[src/hdl/sst_pkg.sv]
// sst_pkg: shared types and constants of the sparse-set membership table
// no dependencies; imported by the interfaces, the sequencer and the top level
package sst_pkg;

  localparam int ID_W       = 8;   // entity id width
  localparam int SLOT_W     = 8;   // slot fields on the result channel
  localparam int CNT_OUT_W  = 9;   // live count on the result channel
  localparam int LIMIT_W    = 9;   // entity_limit register width
  localparam int MAX_IDS    = 256; // ids are ID_W bits wide

  localparam logic [LIMIT_W-1:0] LIMIT_RESET = 9'd256;

  typedef enum logic [1:0] {
    ST_ADDED   = 2'd0,
    ST_PRESENT = 2'd1,
    ST_REMOVED = 2'd2,
    ST_FAIL    = 2'd3
  } status_t;

  typedef enum logic [1:0] {
    S_IDLE,
    S_LOOK,
    S_RESP
  } seq_state_t;

  typedef struct packed {
    status_t                status;
    logic [SLOT_W-1:0]      slot;
    logic                   moved;
    logic [SLOT_W-1:0]      moved_from;
    logic [ID_W-1:0]        moved_entity;
    logic [CNT_OUT_W-1:0]   live_count;
  } result_t;

endpackage

[src/hdl/sst_if.sv]
// sst_if: valid/ready channel interfaces for requests and results
// depends on sst_pkg
interface sst_in_if;
  import sst_pkg::*;

  logic            valid;
  logic            ready;
  logic            action;
  logic [ID_W-1:0] entity_id;

  modport source (output valid, action, entity_id, input ready);
  modport sink   (input valid, action, entity_id, output ready);
endinterface

interface sst_out_if;
  import sst_pkg::*;

  logic                 valid;
  logic                 ready;
  logic [1:0]           status;
  logic [SLOT_W-1:0]    slot;
  logic                 moved;
  logic [SLOT_W-1:0]    moved_from;
  logic [ID_W-1:0]      moved_entity;
  logic [CNT_OUT_W-1:0] live_count;

  modport source (output valid, status, slot, moved, moved_from, moved_entity, live_count,
                  input ready);
  modport sink   (input valid, status, slot, moved, moved_from, moved_entity, live_count,
                  output ready);
endinterface

[src/hdl/sst_ram.sv]
// sst_ram: generic single-write, single-read synchronous ram, registered read
// no dependencies
module sst_ram #(
  parameter int WIDTH = 8,
  parameter int DEPTH = 256
) (
  input  logic                     clk,
  input  logic                     we,
  input  logic [$clog2(DEPTH)-1:0] waddr,
  input  logic [WIDTH-1:0]         wdata,
  input  logic [$clog2(DEPTH)-1:0] raddr,
  output logic [WIDTH-1:0]         rdata
);

  logic [WIDTH-1:0] mem_r [DEPTH];
  logic [WIDTH-1:0] rdata_r;

  always_ff @(posedge clk) begin
    if (we) begin
      mem_r[waddr] <= wdata;
    end
    rdata_r <= mem_r[raddr];
  end

  assign rdata = rdata_r;

endmodule

[src/hdl/sst_seq.sv]
// sst_seq: sequencer of the table, owns the sparse and dense rams, valid bits and count
// depends on sst_pkg, sst_if and sst_ram
module sst_seq #(
  parameter int ENTITY_SLOTS = 256
) (
  input  logic                         clk,
  input  logic                         rst_n,
  input  logic [sst_pkg::LIMIT_W-1:0]  limit,
  sst_in_if.sink                       in_ch,
  output logic                         res_valid,
  input  logic                         res_ready,
  output sst_pkg::result_t             res
);
  import sst_pkg::*;

  // only ID_W-bit ids exist, so neither ram needs more rows than that
  localparam int ENT_DEPTH = (ENTITY_SLOTS < MAX_IDS) ? ENTITY_SLOTS : MAX_IDS;
  localparam int AW        = $clog2(ENT_DEPTH);
  localparam int CNT_W     = $clog2(ENT_DEPTH + 1);
  localparam logic [LIMIT_W-1:0] DEPTH_LIM = LIMIT_W'(ENT_DEPTH);
  localparam logic [CNT_W-1:0]   CNT_MAX   = CNT_W'(ENT_DEPTH);

  seq_state_t           state_r, state_nxt;
  logic                 action_r, action_nxt;
  logic [ID_W-1:0]      ent_r, ent_nxt;
  logic                 reject_r, reject_nxt;
  logic [CNT_W-1:0]     count_r, count_nxt;
  logic [ENT_DEPTH-1:0] valid_r, valid_nxt;
  result_t              res_r, res_nxt;

  logic [LIMIT_W-1:0]   eff_lim;
  logic [CNT_W-1:0]     last_cnt;
  logic [AW-1:0]        last_slot;
  logic [AW-1:0]        ent_idx;
  logic                 ent_valid;

  logic                 sp_we, dn_we;
  logic [AW-1:0]        sp_waddr, sp_wdata, sp_raddr, sp_rdata;
  logic [AW-1:0]        dn_waddr, dn_wdata, dn_raddr, dn_rdata;

  // sparse: entity -> slot, dense: slot -> entity
  sst_ram #(.WIDTH(AW), .DEPTH(ENT_DEPTH)) u_sparse (
    .clk   (clk),
    .we    (sp_we),
    .waddr (sp_waddr),
    .wdata (sp_wdata),
    .raddr (sp_raddr),
    .rdata (sp_rdata)
  );

  sst_ram #(.WIDTH(AW), .DEPTH(ENT_DEPTH)) u_dense (
    .clk   (clk),
    .we    (dn_we),
    .waddr (dn_waddr),
    .wdata (dn_wdata),
    .raddr (dn_raddr),
    .rdata (dn_rdata)
  );

  assign eff_lim   = (limit > DEPTH_LIM) ? DEPTH_LIM : limit;
  assign last_cnt  = count_r - CNT_W'(1);
  assign last_slot = last_cnt[AW-1:0];
  assign ent_idx   = ent_r[AW-1:0];
  assign ent_valid = valid_r[ent_idx];

  assign sp_raddr  = in_ch.entity_id[AW-1:0];
  assign dn_raddr  = last_slot;

  always_ff @(posedge clk) begin
    if (!rst_n) begin
      state_r <= S_IDLE;
      count_r <= '0;
      valid_r <= '0;
    end else begin
      state_r <= state_nxt;
      count_r <= count_nxt;
      valid_r <= valid_nxt;
    end
  end

  always_ff @(posedge clk) begin
    action_r <= action_nxt;
    ent_r    <= ent_nxt;
    reject_r <= reject_nxt;
    res_r    <= res_nxt;
  end

  always_comb begin
    state_nxt   = state_r;
    action_nxt  = action_r;
    ent_nxt     = ent_r;
    reject_nxt  = reject_r;
    count_nxt   = count_r;
    valid_nxt   = valid_r;
    res_nxt     = res_r;
    in_ch.ready = 1'b0;
    res_valid   = 1'b0;
    sp_we       = 1'b0;
    sp_waddr    = ent_idx;
    sp_wdata    = count_r[AW-1:0];
    dn_we       = 1'b0;
    dn_waddr    = count_r[AW-1:0];
    dn_wdata    = ent_idx;

    case (state_r)
      S_IDLE: begin
        // the sparse ram is addressed straight from the request, the dense ram from the last slot, data back next cycle
        in_ch.ready = 1'b1;
        if (in_ch.valid) begin
          action_nxt = in_ch.action;
          ent_nxt    = in_ch.entity_id;
          reject_nxt = LIMIT_W'(in_ch.entity_id) >= eff_lim;
          state_nxt  = S_LOOK;
        end
      end

      S_LOOK: begin
        res_nxt        = '0;
        res_nxt.status = ST_FAIL;
        if (!reject_r) begin
          if (!action_r) begin
            if (ent_valid) begin
              res_nxt.status = ST_PRESENT;
              res_nxt.slot   = SLOT_W'(sp_rdata);
            end else if (count_r < CNT_MAX) begin
              // append at the end of the dense list
              sp_we              = 1'b1;
              dn_we              = 1'b1;
              valid_nxt[ent_idx] = 1'b1;
              count_nxt          = count_r + CNT_W'(1);
              res_nxt.status     = ST_ADDED;
              res_nxt.slot       = SLOT_W'(count_r[AW-1:0]);
            end
          end else if (ent_valid && count_r != '0) begin
            // swap-and-pop: last entry fills the hole
            if (sp_rdata != last_slot) begin
              dn_we                = 1'b1;
              dn_waddr             = sp_rdata;
              dn_wdata             = dn_rdata;
              sp_we                = 1'b1;
              sp_waddr             = dn_rdata;
              sp_wdata             = sp_rdata;
              res_nxt.moved        = 1'b1;
              res_nxt.moved_from   = SLOT_W'(last_slot);
              res_nxt.moved_entity = ID_W'(dn_rdata);
            end
            valid_nxt[ent_idx] = 1'b0;
            count_nxt          = last_cnt;
            res_nxt.status     = ST_REMOVED;
            res_nxt.slot       = SLOT_W'(sp_rdata);
          end
        end
        res_nxt.live_count = CNT_OUT_W'(count_nxt);
        state_nxt          = S_RESP;
      end

      S_RESP: begin
        res_valid = 1'b1;
        if (res_ready) begin
          state_nxt = S_IDLE;
        end
      end

      default: begin
        state_nxt = S_IDLE;
      end
    endcase
  end

  assign res = res_r;

`ifndef NO_ASSERTIONS
  // every valid entity holds exactly one dense slot
  a_count_matches_valid: assert property (@(posedge clk) disable iff (!rst_n)
    $countones(valid_r) == int'(count_r))
    else $error("live count differs from number of valid entities");

  a_count_bound: assert property (@(posedge clk) disable iff (!rst_n)
    count_r <= CNT_MAX)
    else $error("live count above table depth");

  // ram writes only in the read-modify-write step
  a_write_in_look: assert property (@(posedge clk) disable iff (!rst_n)
    (sp_we || dn_we) |-> state_r == S_LOOK)
    else $error("ram write outside lookup step");

  a_accept_to_look: assert property (@(posedge clk) disable iff (!rst_n)
    (in_ch.valid && in_ch.ready) |=> state_r == S_LOOK)
    else $error("accepted transaction did not start lookup");

  // count moves by at most one per transaction
  a_count_step: assert property (@(posedge clk) disable iff (!rst_n)
    (state_r != S_LOOK) |=> $stable(count_r))
    else $error("live count changed outside lookup step");
`endif

endmodule

[src/hdl/sparse_set_table_top.sv]
// sparse_set_table_top: sparse-set membership table with swap-and-pop removal
// depends on sst_pkg, sst_if and sst_seq (which holds the sst_ram instances)
//
// Each request transaction (add or remove of one entity id) passes these steps
// in the block: accept with the sparse and dense ram reads, a read-modify-write
// step in which the valid bits, the count and both rams are updated, and a
// hand-off into the output register. The next request is taken in the cycle
// after the hand-off, so no new request is taken before the last result is
// handed off; a stalled result holds the sequencer at the hand-off once the
// output register is full. Presence is kept in flip-flops that reset clears at
// once, so there is no clearing pass after reset. On a remove that moves an
// entry, the result names the former slot and the entity so that an external
// data row can follow. The user must write entity_limit through cfg_we/cfg_wdata
// only while no transaction is in flight; the block itself does not enforce it.
module sparse_set_table_top #(
  parameter int ENTITY_SLOTS = 256
) (
  input  logic                        clk,
  input  logic                        rst_n,
  input  logic                        cfg_we,
  input  logic [sst_pkg::LIMIT_W-1:0] cfg_wdata,
  sst_in_if.sink                      in_ch,
  sst_out_if.source                   out_ch
);
  import sst_pkg::*;

  logic [LIMIT_W-1:0] limit_r;
  logic               out_valid_r;
  result_t            out_r;
  logic               res_valid;
  logic               res_ready;
  result_t            res;

  always_ff @(posedge clk) begin
    if (!rst_n) begin
      limit_r <= LIMIT_RESET;
    end else if (cfg_we) begin
      limit_r <= cfg_wdata;
    end
  end

  sst_seq #(.ENTITY_SLOTS(ENTITY_SLOTS)) u_seq (
    .clk       (clk),
    .rst_n     (rst_n),
    .limit     (limit_r),
    .in_ch     (in_ch),
    .res_valid (res_valid),
    .res_ready (res_ready),
    .res       (res)
  );

  // output register parts the sequencer from the result channel
  assign res_ready = !out_valid_r || out_ch.ready;

  always_ff @(posedge clk) begin
    if (!rst_n) begin
      out_valid_r <= 1'b0;
    end else if (res_valid && res_ready) begin
      out_valid_r <= 1'b1;
    end else if (out_ch.ready) begin
      out_valid_r <= 1'b0;
    end
  end

  always_ff @(posedge clk) begin
    if (res_valid && res_ready) begin
      out_r <= res;
    end
  end

  assign out_ch.valid        = out_valid_r;
  assign out_ch.status       = out_r.status;
  assign out_ch.slot         = out_r.slot;
  assign out_ch.moved        = out_r.moved;
  assign out_ch.moved_from   = out_r.moved_from;
  assign out_ch.moved_entity = out_r.moved_entity;
  assign out_ch.live_count   = out_r.live_count;

`ifndef NO_ASSERTIONS
  // a waiting result is never overwritten
  a_no_overwrite: assert property (@(posedge clk) disable iff (!rst_n)
    (out_valid_r && !out_ch.ready) |=> $stable(out_r))
    else $error("pending result overwritten");

  a_handoff_valid: assert property (@(posedge clk) disable iff (!rst_n)
    (res_valid && res_ready) |=> out_valid_r)
    else $error("result lost at hand-off");

  // a failed transaction carries no slot and no move
  a_fail_clean: assert property (@(posedge clk) disable iff (!rst_n)
    (out_valid_r && out_r.status == ST_FAIL) |-> (out_r.slot == '0 && !out_r.moved))
    else $error("failed transaction carries slot or move");
`endif

endmodule

[src/flat_wrapper.sv]
// flat-port wrapper written by rule: the top's interface ports become plain ports
module sparse_set_table_top_flat import sst_pkg::*;
#(
  parameter int ENTITY_SLOTS = 256
)
  (clk, rst_n, cfg_we, cfg_wdata, in_ch_valid, in_ch_action, in_ch_entity_id, in_ch_ready, out_ch_valid, out_ch_status, out_ch_slot, out_ch_moved, out_ch_moved_from, out_ch_moved_entity, out_ch_live_count, out_ch_ready);
  sst_in_if in_ch_i ();
  sst_out_if out_ch_i ();
  input  logic clk;
  input  logic rst_n;
  input  logic cfg_we;
  input  logic [sst_pkg::LIMIT_W-1:0] cfg_wdata;
  input wire logic [$bits(in_ch_i.valid)-1:0] in_ch_valid;
  input wire logic [$bits(in_ch_i.action)-1:0] in_ch_action;
  input wire logic [$bits(in_ch_i.entity_id)-1:0] in_ch_entity_id;
  output wire logic [$bits(in_ch_i.ready)-1:0] in_ch_ready;
  output wire logic [$bits(out_ch_i.valid)-1:0] out_ch_valid;
  output wire logic [$bits(out_ch_i.status)-1:0] out_ch_status;
  output wire logic [$bits(out_ch_i.slot)-1:0] out_ch_slot;
  output wire logic [$bits(out_ch_i.moved)-1:0] out_ch_moved;
  output wire logic [$bits(out_ch_i.moved_from)-1:0] out_ch_moved_from;
  output wire logic [$bits(out_ch_i.moved_entity)-1:0] out_ch_moved_entity;
  output wire logic [$bits(out_ch_i.live_count)-1:0] out_ch_live_count;
  input wire logic [$bits(out_ch_i.ready)-1:0] out_ch_ready;
  assign in_ch_i.valid = in_ch_valid;
  assign in_ch_i.action = in_ch_action;
  assign in_ch_i.entity_id = in_ch_entity_id;
  assign in_ch_ready = in_ch_i.ready;
  assign out_ch_valid = out_ch_i.valid;
  assign out_ch_status = out_ch_i.status;
  assign out_ch_slot = out_ch_i.slot;
  assign out_ch_moved = out_ch_i.moved;
  assign out_ch_moved_from = out_ch_i.moved_from;
  assign out_ch_moved_entity = out_ch_i.moved_entity;
  assign out_ch_live_count = out_ch_i.live_count;
  assign out_ch_i.ready = out_ch_ready;
  sparse_set_table_top #(.ENTITY_SLOTS(ENTITY_SLOTS)) u_core (.clk(clk), .rst_n(rst_n), .cfg_we(cfg_we), .cfg_wdata(cfg_wdata), .in_ch(in_ch_i), .out_ch(out_ch_i));
endmodule
[config.mk]
export PLATFORM = sky130hd
export DESIGN_NAME = sparse_set_table_top_flat
export DESIGN_NICKNAME = d
export VERILOG_FILES = /design/src/hdl/sst_pkg.sv /design/src/hdl/sst_if.sv /design/src/hdl/sst_ram.sv /design/src/hdl/sst_seq.sv /design/src/hdl/sparse_set_table_top.sv /design/src/flat_wrapper.sv
export SDC_FILE = /design/constraint.sdc
export NUM_CORES = 2
export LEC_CHECK = 0
export ABC_CLOCK_PERIOD_IN_PS = 19550
export BUFFER_PORTS_ARGS = -buffer_cell sky130_fd_sc_hd__buf_2
export CORE_MARGIN = 10
export CORE_UTILIZATION = 52
export CTS_BUF_LIST = sky130_fd_sc_hd__clkbuf_4 sky130_fd_sc_hd__clkbuf_8 sky130_fd_sc_hd__clkbuf_16
export DETAILED_ROUTE_END_ITERATION = 10
export PLACE_DENSITY = 0.72
export SKIP_LAST_GASP = 1
export SLEW_MARGIN = 20
export SYNTH_ARGS = -nofsm -noshare
export SYNTH_HDL_FRONTEND = slang
export SYNTH_SLANG_ARGS = --single-unit
export TNS_END_PERCENT = 20
[constraint.sdc]
create_clock -name clk -period 19.55 [get_ports clk]
set_input_delay 4.8875 -clock clk [delete_from_list [all_inputs] [get_ports clk]]
set_output_delay 4.8875 -clock clk [all_outputs]
set_load 0.05 [all_outputs]
==> After elaboration in Yosys (flattened, before gate mapping) <==
Memories as Yosys holds them, arrays and structs flattened. A register that Yosys moved wholly into a read port is not among the register bits.
Index checks and enable logic that the tools add are counted.
{ "totals": {"latchBits": 0, "mem_bits_rw": 4096, "out_inout_bits": 38, "inputBits": 23, "memories": 2, "elab_cells": 102, "rom_bits": 0, "register_bits": 359} }
{ "memory_table": {"columns": ["name", "words", "width", "read_ports", "rd_clocked_by_memory_dff", "write_ports", "line", "rtl"], "rows": [
  ["u_core.u_seq.u_dense.mem_r", 256, 8, 1, 1, 1, "sst_ram.sv:15", "logic [WIDTH-1:0] mem_r [DEPTH];"],
  ["u_core.u_seq.u_sparse.mem_r", 256, 8, 1, 1, 1, "sst_ram.sv:15", null]
]} }
{ "classes": {"mul": 0, "muxes": 45, "n_div": 0, "bitwise_logic": 7, "n_reduce_logical": 14, "n_eq_ne": 7, "n_lt_le_gt_ge": 5, "shifts": 0, "addsub": 2} }
{ "ops": {"columns": ["operator", "n"], "rows": [
  ["256-bit 2-to-1 mux", 4],
  ["256-bit bitwise AND", 1],
  ["256-bit inverter", 1],
  ["256-bit bitwise OR", 1],
  ["8-bit 2-to-1 mux", 10],
  ["9-bit 2-to-1 mux", 6],
  ["10-bit 2-to-1 mux", 3],
  ["26-bit 2-to-1 mux", 1],
  ["17-bit 2-to-1 mux", 1],
  ["1-bit 2-to-1 mux", 15],
  ["9-bit by 1-bit adder with 9-bit output, second input constant", 1],
  ["8-bit by 9-bit >= comparator with 1-bit output", 1],
  ["9-bit greater-than comparator, second input constant", 1],
  ["8-bit by 9-bit less-than comparator with 1-bit output, second input constant", 1],
  ["9-bit less-than comparator, second input constant", 1],
  ["9-bit nonzero test", 1],
  ["9-bit by 1-bit subtractor with 9-bit output, second input constant", 1],
  ["1-bit binary-select mux with 8-bit select", 1],
  ["1-bit demux with 8-bit select", 1],
  ["8-bit by 1-bit >= comparator with 1-bit output, second input constant", 1],
  ["8-bit inequality test", 1],
  ["2-bit case mux with 3 select lines", 1],
  ["5-bit AND reduction", 1],
  ["2-bit 2-to-1 mux", 2],
  ["13 further kinds", 22]
]} }

==> Logic depth before layout (Yosys ltp) <==
{ "depth": {"depth_word": 9, "ltp_mapped": 20} }

==> Hierarchy <==
A second synthesis with hierarchy kept.
{ "unflattened": {"cells_unflattened": 9398, "hier_area_um2": 176143.9} }
{ "by_module_without_submodules": {"columns": ["module", "cells_each", "instances", "area_each_um2"], "rows": [
  ["sst_ram", 3733, 2, 79556.3],
  ["sst_seq", 1863, 1, 15571.2],
  ["sparse_set_table_top", 69, 1, 1460.2]
]} }

==> Worst setup path after synthesis <==
OpenSTA, ideal clock, no wires.
{ "synth_path": {"kind": "flip-flop to flip-flop", "from": "register u_core.u_seq.count_r[0]", "to": "memory u_core.u_seq.u_dense.mem_r[0][6] (data pin)", "path_slack_ns": 3.485, "arrival_ns": 13.877, "stages_incl_launch_ff": 19, "n_path_buf": 9, "setup_time_ns": 2.188, "cell_sequence": "dfxtp_1 > buf_2 > clkbuf_1 > clkbuf_1 > clkbuf_1 > inv_1 > ha_1 > clkbuf_1 > xnor2_1 > xnor2_1 > nand4b_1 > or4_1 > nand3_1 > a211oi_2 > buf_4 > buf_6 > buf_2 > clkbuf_1 > o21ai_0"} }
{ "synth_between": {"elab_chain_cells": 7} }
{ "synth_lines": {"columns": ["element", "line", "rtl"], "rows": [
  ["start, declared", "sst_seq.sv:27", "logic [CNT_W-1:0] count_r, count_nxt;"],
  ["start signal, assigned", "sst_seq.sv:76", "count_r <= count_nxt;"],
  ["9-bit by 1-bit subtractor with 9-bit output", "sst_seq.sv:61", "assign last_cnt = count_r - CNT_W'(1);"],
  ["net u_core.u_seq.last_cnt[0]", "sst_seq.sv:32", "logic [CNT_W-1:0] last_cnt;"],
  ["8-bit inequality test", "sst_seq.sv:136", "if (sp_rdata != last_slot) begin"],
  ["8-bit 2-to-1 mux", "sst_seq.sv:136", null],
  ["8-bit 2-to-1 mux", "sst_seq.sv:134", "end else if (ent_valid && count_r != '0) begin"],
  ["8-bit 2-to-1 mux", "sst_seq.sv:121", "if (!action_r) begin"],
  ["8-bit 2-to-1 mux", "sst_seq.sv:120", "if (!reject_r) begin"],
  ["8-bit 2-to-1 mux", "sst_seq.sv:105", "case (state_r)"],
  ["net u_core.u_seq.dn_wdata[6]", "sst_seq.sv:39", "logic [AW-1:0] dn_waddr, dn_wdata, dn_raddr, dn_rdata;"],
  ["end, declared", "sst_ram.sv:15", null]
]} }
The timed path passes the listed nets, and every way through them passes these cells.

==> impl_metrics.toml <==
[status]
status = "completed"

[power_and_ir_drop]
power_leakage_nw = 60.7
powerDensity_mw_per_mm2 = 103
clkPwrFrac = 0.415
p_sw_mw = 4.49
p_sw_frac = 0.221
power_frac_seq = 0.519
combPwrFrac = 0.066
max-vdd-ir-drop_v = 0.0000952
p_int_mw = 15.8

[cells_and_area]
fin_area_mm2 = 0.197
nets = 8783
fillers = 23426
drive_above_1_share = 0.288
area_delta_synth_final_pct = 11.6

[yosys]
syn_nets = 8705
synth_warnings = 0
netlist_top_cells_count = "edfxtp_1 (4178), mux4_2 (1279), nor2_1 (859), nand2_1 (394), clkbuf_1 (317)"
synth_area_per_cell_um2 = 20.4
synth-edff-count = 4178
yosysSeqAreaShare = 0.744
ys_async_sr_fraction = 0
ys.flop_type = "edfxtp_1"
synth_top_area_cell = "edfxtp_1"
synth_cell_types = 79
synth.most_common_cell = "edfxtp_1"
postSynthCellCount = 8670
synthTopCellsByArea = "edfxtp_1 (71%), mux4_2 (16%), dfxtp_1 (3.3%)"
netlist.area_leader.share = 0.710
syn_area_mm2 = 0.177
synth_seq_cells = 4471

[global_routing]
grt_use_total = 0.231
grt_start_max_net_pins = 257
antenna_found_initial = 8
grt_pass1_wl_um = 629000
grt_pass1_vias = 89298
overflow = 0

[critical_path]
path_max_fanout = 78
critical_path_required_ns = 20.36
timing.critical_path.arrival_ns = 10.26
crit_type = "input pin to flip-flop"
worstSetupStartpointType = "input pin"
crit_path_end_kind = "flip-flop"

[timing]
maxSlewViolCount = 0
layout_min_cycle_time_ns = 9.45
setup_violations = 0
max_freq_mhz = 106
finalHoldViolations = 0
skew_ns = 0.0504
tns_ns = 0
period_share = 0.483
slew_headroom = 0.147
worst_pin_slew_ns = 1.28
rsz0062_at_grt = "false"

[run]
cap_violations = 0

[detailed_routing]
viasPerCell = 6.54
wirelength_um = 430000
drt_iter0_markers = 12415
drc = 0
wl_per_cell_um = 31.5
routed-via-count = 89214
final_antenna_net_count = 0
dr.pass1.iters = 7

[floorplanning]
die_y_um = 603
core_mm2 = 0.337
die_w_um = 603
rows = 213
pin_count = 61
start_util = 0.523
die-area_mm2 = 0.363

[clock_network]
cts_root_buffer = "clkbuf_16"
clk_latency_ns = 0.98
post-cts-setup-buffers = 0
cts_hold_buf = 0
clock_sinks = 4471
cts.repair.resized = 0
cts_buffers = 427
cts_tree = "built"
cts_buffer_depth = 4
clk_pin_slew_ns = 0.06
htreeDepth = 5

[place]
place_area_mm2 = 0.182
gp_congestion = 0.841
post-dp-hpwl_um = 244000
portBuffers = 60

[min_path]
hold_path.class = "flip-flop to flip-flop"
[metrics by stage]
stage	utilization	instances	worst slack, ns	hold WS, ns	power [mW]
after floorplan	-	8670	3.49	0.400	11.6
after global placement	0.540	12822	9.02	0.404	12.0
after detailed placement	0.540	12826	8.95	0.405	12.1
after CTS	0.583	13619	9.98	0.418	20.4
after global routing	0.584	13628	9.61	0.424	20.8
final	0.584	13632	10.10	0.417	20.3
[state kept, by name, indices dropped and copies added (netlist names), 9 cells and up, named ones only]
signal,cells
u_core.out_ch.live_count,9
u_core.u_seq.u_sparse.mem_r,2048
u_core.u_seq.count_r,9
u_core.u_seq.u_dense.mem_r,2048
u_core.u_seq.res,36
u_core.limit_r,9
[cell families after synthesis]
group	synth area share
compound gates	0.0293
fa+ha+maj	0.000850
buf+inv	0.0139
mux	0.175
xor+xnor	0.00123
simple gates	0.0361
flops	0.744
[power groups by stage]
stage | sequential, mW | combinational, mW | clock, mW
after detailed placement | 10.7 | 1.33 | 0
after floorplan | 10.7 | 0.850 | 0
after global placement | 10.7 | 1.30 | 0
final | 10.5 | 1.35 | 8.42
after CTS | 10.5 | 1.34 | 8.49
after global routing | 10.5 | 1.41 | 8.87
[cells in the final DEF, fill, tap and decap left out, drive strengths merged, types with 5 or more instances in the layout]
cell      Yosys  layout
mux4       1279    1279
o221a       256     256
or2           5       5
a22oi        40      40
clkbuf      317     552
xnor2        10      10
a211oi       20      20
and3         39      39
mux2         17      17
mux2i       184     184
nor4         14      14
nand2b       25      25
a32oi        13      13
or3           5       5
a21boi        7       7
dfxtp       293     293
nand4         6       6
edfxtp     4178    4178
a22o          8       8
a41oi        14      14
a21oi        53      53
nor2b        21      21
nor2        860     860
bufinv        0      41
nand3        84      84
inv          16      29
ha           12      12
a311oi       66      66
nor3         56      56
and2         15      15
buf         259     225
o21ai        23      23
a21o          8       8
diode         0       5
a31oi        30      30
nand2       394     394
clkinv        3     165
xnor3         5       5
clkinvlp      0      25
[critical path, stage by stage]
cell	delay [ns]
buf_8	0.57
buf_4	0.69
buf_4	0.78
buf_4	0.82
mux4_2	0.60
mux4_2	0.51
mux4_2	0.55
mux4_2	0.49
[final timing paths]
kind                           start                                 end  slack (ns)  depth (start not counted)
min reg2reg      u_core.u_seq.res[9]       u_core.out_ch.moved_entity[0]        0.42                          0
max reg2reg  u_core.u_seq.ent_idx[1]  u_core.u_seq.u_dense.mem_r[207][2]       11.36                         13
max               in_ch_entity_id[0]      u_core.u_seq.u_sparse.rdata[3]       10.10                          8
min              u_core.u_seq.res[9]       u_core.out_ch.moved_entity[0]        0.42                          0
[metal layers]
layer  share of wire  global-route usage  vias to the layer above  wire (µm)
li1                -                   -                    36127          -
met1            0.38               0.326                    47238     164000
met2            0.48               0.368                     5049     208000
met3           0.094              0.0421                      798      40200
met4           0.039              0.0796                        2      16700
met5         0.00024                   0                        -        102
[final cells by class]
cell class | instances | area [µm²] | share of cell area
clock inverter | 241 | 2420 | 0.0123
timing repair buffer | 225 | 1900 | 0.00965
tap | 4515 | 5650 | 0.0287
multi-input combinational | 3604 | 43700 | 0.222
sequential | 4471 | 131000 | 0.667
clock buffer | 552 | 11900 | 0.0606
antenna | 5 | 12.5 | 0.0000635
inverter | 19 | 71.3 | 0.000362
(Power assumes the default switching activity.)
